<file path="src/design/gffp_pkg.sv">
// Shared types and constants for the grid first-fit placer.
// No dependencies; imported by every module of the block.
`timescale 1ns / 1ps
`default_nettype none

package gffp_pkg;

    localparam logic [1:0] ST_PLACED  = 2'd0;
    localparam logic [1:0] ST_NOROOM  = 2'd1;
    localparam logic [1:0] ST_CLEARED = 2'd2;

    localparam logic       CMD_PLACE  = 1'b0;
    localparam logic       CMD_CLEAR  = 1'b1;

    localparam logic [6:0] COUNT_MAX  = 7'd127;

    typedef struct packed {
        logic       command;
        logic [3:0] rect_width;
        logic [3:0] rect_height;
    } t_in_item;

    typedef struct packed {
        logic [1:0] status;
        logic [6:0] slot;
        logic [6:0] placed_count;
    } t_out_item;

    typedef struct packed {
        logic       clear;
        logic       too_big;
        logic [3:0] w;
        logic [3:0] h;
    } t_op;

endpackage

`default_nettype wire

</file>
<file path="src/design/grid_first_fit_placer.sv">
// Top level of the grid first-fit placer: request front end feeding the scan back end.
// Depends on gffp_pkg, gffp_front and gffp_back.
//
//   channel   handshake          payload       direction
//   request   push / full        i_in_item     in
//   result    empty / pop        o_out_item    out
//
// A place beat passes from the request queue to the scan engine, which then scans one
// candidate cell per cycle, row-major, until it finds room or reaches the last cell.
// Clear and oversize beats complete without a scan.
// The engine returns to idle between beats; the two-entry queue keeps taking beats.
// A result that is not popped holds the engine; the map commits only with the result.
// Synchronous active-low reset empties the map, the count, the request queue and the result register.
`timescale 1ns / 1ps
`default_nettype none

module grid_first_fit_placer import gffp_pkg::*; #(
    parameter int GRID_COLS = 8,
    parameter int GRID_ROWS = 15
) (
    input  wire logic     i_clk,
    input  wire logic     i_rst_n,
    input  wire logic     push,
    output logic          full,
    input  wire t_in_item i_in_item,
    output logic          empty,
    input  wire logic     pop,
    output t_out_item     o_out_item
);

    logic w_op_vld;
    t_op  w_op;
    logic w_op_take;

    gffp_front #(
        .GRID_COLS (GRID_COLS),
        .GRID_ROWS (GRID_ROWS)
    ) u_front (
        .i_clk     (i_clk),
        .i_rst_n   (i_rst_n),
        .i_push    (push),
        .o_full    (full),
        .i_in_item (i_in_item),
        .o_op_vld  (w_op_vld),
        .o_op      (w_op),
        .i_op_take (w_op_take)
    );

    gffp_back #(
        .GRID_COLS (GRID_COLS),
        .GRID_ROWS (GRID_ROWS)
    ) u_back (
        .i_clk      (i_clk),
        .i_rst_n    (i_rst_n),
        .i_op_vld   (w_op_vld),
        .i_op       (w_op),
        .o_op_take  (w_op_take),
        .o_empty    (empty),
        .i_pop      (pop),
        .o_out_item (o_out_item)
    );

endmodule

`default_nettype wire

</file>
<file path="src/design/gffp_front.sv">
// Front end: accepts request beats, classifies them and queues them (two entries).
// Depends on gffp_pkg.
`timescale 1ns / 1ps
`default_nettype none

module gffp_front import gffp_pkg::*; #(
    parameter int GRID_COLS = 8,
    parameter int GRID_ROWS = 15
) (
    input  wire logic     i_clk,
    input  wire logic     i_rst_n,
    input  wire logic     i_push,
    output logic          o_full,
    input  wire t_in_item i_in_item,
    output logic          o_op_vld,
    output t_op           o_op,
    input  wire logic     i_op_take
);

    t_op        r_q [2];
    logic       r_wp;
    logic       r_rp;
    logic [1:0] r_cnt;
    logic [1:0] n_cnt;
    logic       w_wr;
    logic       w_rd;
    t_op        w_op;

    always_comb begin
        w_op.clear   = (i_in_item.command == CMD_CLEAR);
        w_op.too_big = ({2'b00, i_in_item.rect_width}  > 6'(GRID_COLS)) ||
                       ({2'b00, i_in_item.rect_height} > 6'(GRID_ROWS));
        w_op.w       = i_in_item.rect_width;
        w_op.h       = i_in_item.rect_height;
    end

    assign o_full   = (r_cnt == 2'd2);
    assign o_op_vld = (r_cnt != 2'd0);
    assign o_op     = r_q[r_rp];
    assign w_wr     = i_push && !o_full;
    assign w_rd     = i_op_take && o_op_vld;

    always_comb begin
        n_cnt = r_cnt;
        if (w_wr && !w_rd) begin
            n_cnt = r_cnt + 2'd1;
        end else if (w_rd && !w_wr) begin
            n_cnt = r_cnt - 2'd1;
        end
    end

    always_ff @(posedge i_clk) begin
        if (w_wr) begin
            r_q[r_wp] <= w_op;
        end
    end

    always_ff @(posedge i_clk) begin
        if (!i_rst_n) begin
            r_wp  <= 1'b0;
            r_rp  <= 1'b0;
            r_cnt <= 2'd0;
        end else begin
            if (w_wr) begin
                r_wp <= ~r_wp;
            end
            if (w_rd) begin
                r_rp <= ~r_rp;
            end
            r_cnt <= n_cnt;
        end
    end

endmodule

`default_nettype wire

</file>
<file path="src/design/gffp_back.sv">
// Back end: occupancy map, candidate scan (one cell a cycle) and result register.
// Depends on gffp_pkg.
`timescale 1ns / 1ps
`default_nettype none

module gffp_back import gffp_pkg::*; #(
    parameter int GRID_COLS = 8,
    parameter int GRID_ROWS = 15
) (
    input  wire logic i_clk,
    input  wire logic i_rst_n,
    input  wire logic i_op_vld,
    input  wire t_op  i_op,
    output logic      o_op_take,
    output logic      o_empty,
    input  wire logic i_pop,
    output t_out_item o_out_item
);

    localparam int CW = (GRID_COLS > 1) ? $clog2(GRID_COLS) : 1;
    localparam int RW = (GRID_ROWS > 1) ? $clog2(GRID_ROWS) : 1;

    localparam logic S_IDLE = 1'b0;
    localparam logic S_RUN  = 1'b1;

    logic                 r_state;
    t_op                  r_op;
    logic [CW-1:0]        r_sx;
    logic [RW-1:0]        r_sy;
    logic [GRID_COLS-1:0] r_rows [GRID_ROWS];
    logic [6:0]           r_total;
    logic                 r_res_vld;
    t_out_item            r_res;

    logic [GRID_COLS-1:0] w_mask;
    logic [GRID_ROWS-1:0] w_rsel;
    logic [6:0]           w_sx_end;
    logic [6:0]           w_sy_end;
    logic                 w_hit;
    logic                 w_cell;
    logic                 w_found;
    logic                 w_last;
    logic                 w_can_load;
    logic                 w_done;
    logic [11:0]          w_slot;
    logic [6:0]           w_total_inc;

    assign w_sx_end = 7'(r_sx) + 7'(r_op.w);
    assign w_sy_end = 7'(r_sy) + 7'(r_op.h);

    always_comb begin
        for (int c = 0; c < GRID_COLS; c++) begin
            w_mask[c] = (7'(c) >= 7'(r_sx)) && (7'(c) < w_sx_end);
        end
        for (int r = 0; r < GRID_ROWS; r++) begin
            w_rsel[r] = (7'(r) >= 7'(r_sy)) && (7'(r) < w_sy_end);
        end
    end

    always_comb begin
        w_hit  = 1'b0;
        w_cell = 1'b0;
        for (int r = 0; r < GRID_ROWS; r++) begin
            if (w_rsel[r] && ((r_rows[r] & w_mask) != '0)) begin
                w_hit = 1'b1;
            end
            if (RW'(r) == r_sy) begin
                w_cell = r_rows[r][r_sx];
            end
        end
    end

    assign w_found = !w_cell && !w_hit &&
                     (w_sx_end <= 7'(GRID_COLS)) && (w_sy_end <= 7'(GRID_ROWS));
    assign w_last  = (r_sx == CW'(GRID_COLS - 1)) && (r_sy == RW'(GRID_ROWS - 1));
    assign w_slot  = 12'(r_sx) + 12'(r_sy) * 12'(GRID_COLS);
    assign w_total_inc = (r_total < COUNT_MAX) ? (r_total + 7'd1) : r_total;

    assign w_can_load = !r_res_vld || i_pop;
    assign w_done     = (r_state == S_RUN) && w_can_load &&
                        (r_op.clear || r_op.too_big || w_found || w_last);
    assign o_op_take  = (r_state == S_IDLE) && i_op_vld;
    assign o_empty    = !r_res_vld;
    assign o_out_item = r_res;

    always_ff @(posedge i_clk) begin
        if (o_op_take) begin
            r_op <= i_op;
        end
        if ((r_state == S_RUN) && w_can_load) begin
            if (r_op.clear) begin
                r_res.status       <= ST_CLEARED;
                r_res.slot         <= 7'd0;
                r_res.placed_count <= 7'd0;
            end else if (!r_op.too_big && w_found) begin
                r_res.status       <= ST_PLACED;
                r_res.slot         <= w_slot[6:0];
                r_res.placed_count <= w_total_inc;
            end else begin
                r_res.status       <= ST_NOROOM;
                r_res.slot         <= 7'd0;
                r_res.placed_count <= r_total;
            end
        end
    end

    always_ff @(posedge i_clk) begin
        if (!i_rst_n) begin
            r_state   <= S_IDLE;
            r_sx      <= '0;
            r_sy      <= '0;
            r_total   <= 7'd0;
            r_res_vld <= 1'b0;
            for (int r = 0; r < GRID_ROWS; r++) begin
                r_rows[r] <= '0;
            end
        end else begin
            if (w_done) begin
                r_res_vld <= 1'b1;
            end else if (i_pop && r_res_vld) begin
                r_res_vld <= 1'b0;
            end
            case (r_state)
                S_IDLE: begin
                    r_sx <= '0;
                    r_sy <= '0;
                    if (o_op_take) begin
                        r_state <= S_RUN;
                    end
                end
                S_RUN: begin
                    if (r_op.clear || r_op.too_big) begin
                        if (w_can_load) begin
                            r_state <= S_IDLE;
                            if (r_op.clear) begin
                                r_total <= 7'd0;
                                for (int r = 0; r < GRID_ROWS; r++) begin
                                    r_rows[r] <= '0;
                                end
                            end
                        end
                    end else if (w_found || w_last) begin
                        if (w_can_load) begin
                            r_state <= S_IDLE;
                            if (w_found) begin
                                r_total <= w_total_inc;
                                for (int r = 0; r < GRID_ROWS; r++) begin
                                    if (w_rsel[r]) begin
                                        r_rows[r] <= r_rows[r] | w_mask;
                                    end
                                end
                            end
                        end
                    end else begin
                        if (r_sx == CW'(GRID_COLS - 1)) begin
                            r_sx <= '0;
                            r_sy <= r_sy + RW'(1);
                        end else begin
                            r_sx <= r_sx + CW'(1);
                        end
                    end
                end
                default: begin
                    r_state <= S_IDLE;
                end
            endcase
        end
    end

endmodule

`default_nettype wire
</file>
<file path="config.mk">
export PLATFORM = sky130hd
export DESIGN_NAME = grid_first_fit_placer
export DESIGN_NICKNAME = d
export VERILOG_FILES = /design/src/design/gffp_pkg.sv /design/src/design/grid_first_fit_placer.sv /design/src/design/gffp_front.sv /design/src/design/gffp_back.sv
export SDC_FILE = /design/constraint.sdc
export NUM_CORES = 1
export LEC_CHECK = 0
export BUFFER_PORTS_ARGS = -buffer_cell sky130_fd_sc_hd__buf_2
export CAP_MARGIN = 20
export CORE_AREA = 2 2 176 178
export DETAILED_ROUTE_END_ITERATION = 10
export DIE_AREA = 0 0 178 180
export GPL_TIMING_DRIVEN = 0
export SLEW_MARGIN = 20
export SYNTH_ARGS = -nofsm -noshare
export SYNTH_HDL_FRONTEND = slang
export SYNTH_SLANG_ARGS = --single-unit
</file>
<file path="constraint.sdc">
create_clock -name i_clk -period 5.9 [get_ports i_clk]
set_clock_uncertainty 0.05 [all_clocks]
set_input_delay 0.885 -clock i_clk [delete_from_list [all_inputs] [get_ports i_clk]]
set_output_delay 0.885 -clock i_clk [all_outputs]
set_load 0.02 [all_outputs]
</file>
==> impl_metrics.ini <==
[worst_setup_path]
worstPathRequired_ns = 6.00
cp-start-kind = flip-flop
critPathMaxFanout = 10
arrival_ns = 5.79
cp-end-kind = flip-flop
path_class = flip-flop to flip-flop

[pwr]
finalPower_mw = 4.67
p_clk_share_pct = 25.5
pwr-share-seq_pct = 39.5
power.static_leakage_nw = 3.99
swShare_pct = 41.0
power_switching_mw = 1.92
ir_drop_mv = 0.226
p_per_area_mw_per_mm2 = 395
p_int_mw = 2.76
combPwrFrac_pct = 35.0

[finish]
regArea_mm2 = 0.00531
multiInputGateArea_mm2 = 0.00484
finish.utilization_pct = 39.2
fin_nets = 988
syn2layout_area_growth_pct = 13.3
diodes = 0
drive_above_1_share_pct = 16.9
fillers = 2887
fin_area_mm2 = 0.0118

[routing]
route.detailed.drc = 0
detail-route-antenna-nets = 0
wl_per_cell_um = 23.4
dr.pass1.iters = 6
drt-initial-drc-count = 1044
vias_per_cell = 5.98
drt-total-wl_um = 31900
vias = 8163

[global_routing]
grt_pass1_vias = 7884
grt_max_degree = 23
grt_use_total_pct = 20.2
grt_remaining_overflow = 0
antenna_found_initial = 0
grt_pass1_wl_um = 48300

[sta]
relSlewSlack_pct = 25.6
hold_viol = 0
setup_viol = 0
worstMarginPinSlew_ns = 1.12
rsz0062_at_grt = false
min_period_over_period_pct = 96.4
max_freq_mhz = 176
final_max_slew_viol_count = 0
setup_tns_ns = 0
period_needed_ns = 5.69

[die]
dieArea_mm2 = 0.0320
ios = 31
die_w_um = 178
num_rows = 64
die_y_um = 180
core-area_mm2 = 0.0302
initial_core_util_pct = 34.6

[clock_network]
insertion_delay_ns = 0.46
cts.sinks = 186
ctsHtreeMaxLevel = 4
cts.clk_slew.worst_paths_ns = 0.08
root_buffer = clkbuf_16
clockBufferDepth = 2
cts_buffers = 17
cts_tree = yes

[logic_synthesis]
ys_seq_area_share_pct = 50.8
synth_top_cell_area_share_pct = 45.4
synth_flop_cell = edfxtp_1
synth_common_cells = 158 x edfxtp_1, 113 x o21a_1, 50 x nor2_1, 49 x nand2_1, 40 x o21ai_0
synth_edf_count = 158
syn_area_per_cell_um2 = 11.6
yosys.area.top_type = edfxtp_1
yosysWarnings = 0
synth_area_leaders = edfxtp_1 45%, o21a_1 8.1%, dfxtp_1 5.4%
ys_async_sr_fraction_pct = 0
synthCells = 900
ys_types = 73
synth_nets = 931
yosysMostFrequentCell = edfxtp_1
synth-seq-cells = 186
netlist_area_mm2 = 0.0104

[place]
dp_hpwl_um = 22100
globalplace.congestion = 0.937
detailed_place.area_mm2 = 0.0111
io_buffer_count = 30

[hold_path]
hold_path.class = flip-flop to flip-flop

[run]
maxCapViolCount = 0

[run_status]
outcome = completed
[power groups by stage]
stage               Sequential, mW  Clock [mW]  Combinational, mW
global route                  1.87        1.25               1.72
detailed placement            1.88           0               1.55
global placement              1.87           0               1.54
floorplan                     1.86           0              0.963
CTS                           1.85        1.20               1.59
finish                        1.85        1.19               1.63
[layout make-up]
type                            count  area share, %
Sequential cell                   186           44.8
Multi-Input combinational cell    627           40.9
Tap cell                          396           4.19
Clock buffer                       17           3.60
Buffer                             62           2.42
Timing Repair Buffer               38           1.76
Clock inverter                     15           1.46
Inverter                           25          0.793
[worst paths after layout]
kind / start / to / slack [ns] / depth (start not counted)
max reg2reg: u_back.r_sx[1]$_SDFFE_PN0P_ / u_back.r_rows[6][6]$_SDFFCE_PN0P_ / 0.21 / 16
max: u_back.r_sx[1]$_SDFFE_PN0P_ / u_back.r_rows[6][6]$_SDFFCE_PN0P_ / 0.21 / 16
min: u_back.r_op[9]$_DFFE_PP_ / u_back.o_out_item[15]$_SDFFCE_PP1P_ / 0.43 / 0
min reg2reg: u_back.r_op[9]$_DFFE_PP_ / u_back.o_out_item[15]$_SDFFCE_PP1P_ / 0.43 / 0
[cell usage in the layout (no fill, tap or decap), types with 6 or more instances in the layout]
cell type  netlist  layout
a211oi_1         8       8
a21oi_1         33      33
a22o_1          19      19
a22oi_1         19      19
a32o_1          11      11
and2_1           9       9
buf_2           11      43
buf_4            1       9
clkbuf_1        39      38
clkbuf_16        0      17
dfxtp_1         28      28
edfxtp_1       158     158
ha_1            16      16
inv_1           25      25
inv_8            0       6
mux2_2          15      15
mux2i_1         28      28
mux4_2          22      22
nand2_1         49      49
nand2b_1        15       9
nand2b_2         0       6
nand3_1         32      32
nand4_1          7       7
nor2_1          50      50
nor3_2          11       6
nor4_1          12      10
o211ai_1        13      13
o21a_1         113     113
o21ai_0         40      34
o21ai_2          0       6
o22ai_1          7       7
[cells by family (layout without fill, tap and decap cells)]
family / Yosys count / in the layout / synth area share [%]
flip-flops: 186 / 186 / 50.8
buffers and inverters: 87 / 157 / 3.58
AND/OR/NAND/NOR: 218 / 218 / 11.4
multiplexers: 65 / 65 / 9.05
AO/OA/AOI/OAI: 317 / 317 / 22.1
adder cells (fa/ha/maj): 18 / 18 / 2.30
XOR/XNOR: 9 / 9 / 0.755
[critical path: stages, from the launching register on]
cell and delay (ns):
dfxtp_1 0.44, buf_2 0.27, buf_2 0.39, buf_4 0.34, inv_1 0.13, ha_1 0.20, o21ba_2 0.25, nand2_1 0.20
clkbuf_1 0.44, a32o_1 0.41, nor4_2 0.36, o22ai_1 0.20, nor4_4 0.42, nand3_2 0.17, buf_2 0.28, nor3_4 0.46
nand2b_2 0.34
[flip-flops by register name (all words and copies together), names as in the netlist]
signal and cells:
u_back.o_out_item 16, u_back.r_op 10, u_back.r_res_vld 1, u_back.r_rows 120
u_back.r_state 1, u_back.r_sx 3, u_back.r_sy 4, u_back.r_total 7
u_front.r_cnt 2, u_front.r_q 20, u_front.r_rp 1, u_front.r_wp 1
[layer usage]
metal  part of all wire, %  up-vias  GRT usage (%)
met3                   8.3       71           5.05
met1                    43     4048           27.8
met5                 0.088        -              0
met2                    46      403           30.4
li1                      -     3639              -
met4                   3.3        2           8.23
[what timing repair did]
| action | in CTS | in global routing |
|---|---|---|
| buffers inserted | 5 | 2 |
| resized for setup | 23 | 8 |
| hold buffers | 0 | 0 |
| pin swaps | 3 | 1 |
| endpoints found under the setup margin | 263 | 56 |
[stage by stage]
stage                     instances  hold WS, ns  setup slack, ns
after floorplan                 900        0.374             1.03
after global placement         1326        0.384            -1.41
after detailed placement       1327        0.411            -1.27
after CTS                      1364        0.433            0.109
after global routing           1366        0.442           0.0329
final                          1366        0.426            0.214
(Power assumes the default switching activity.)
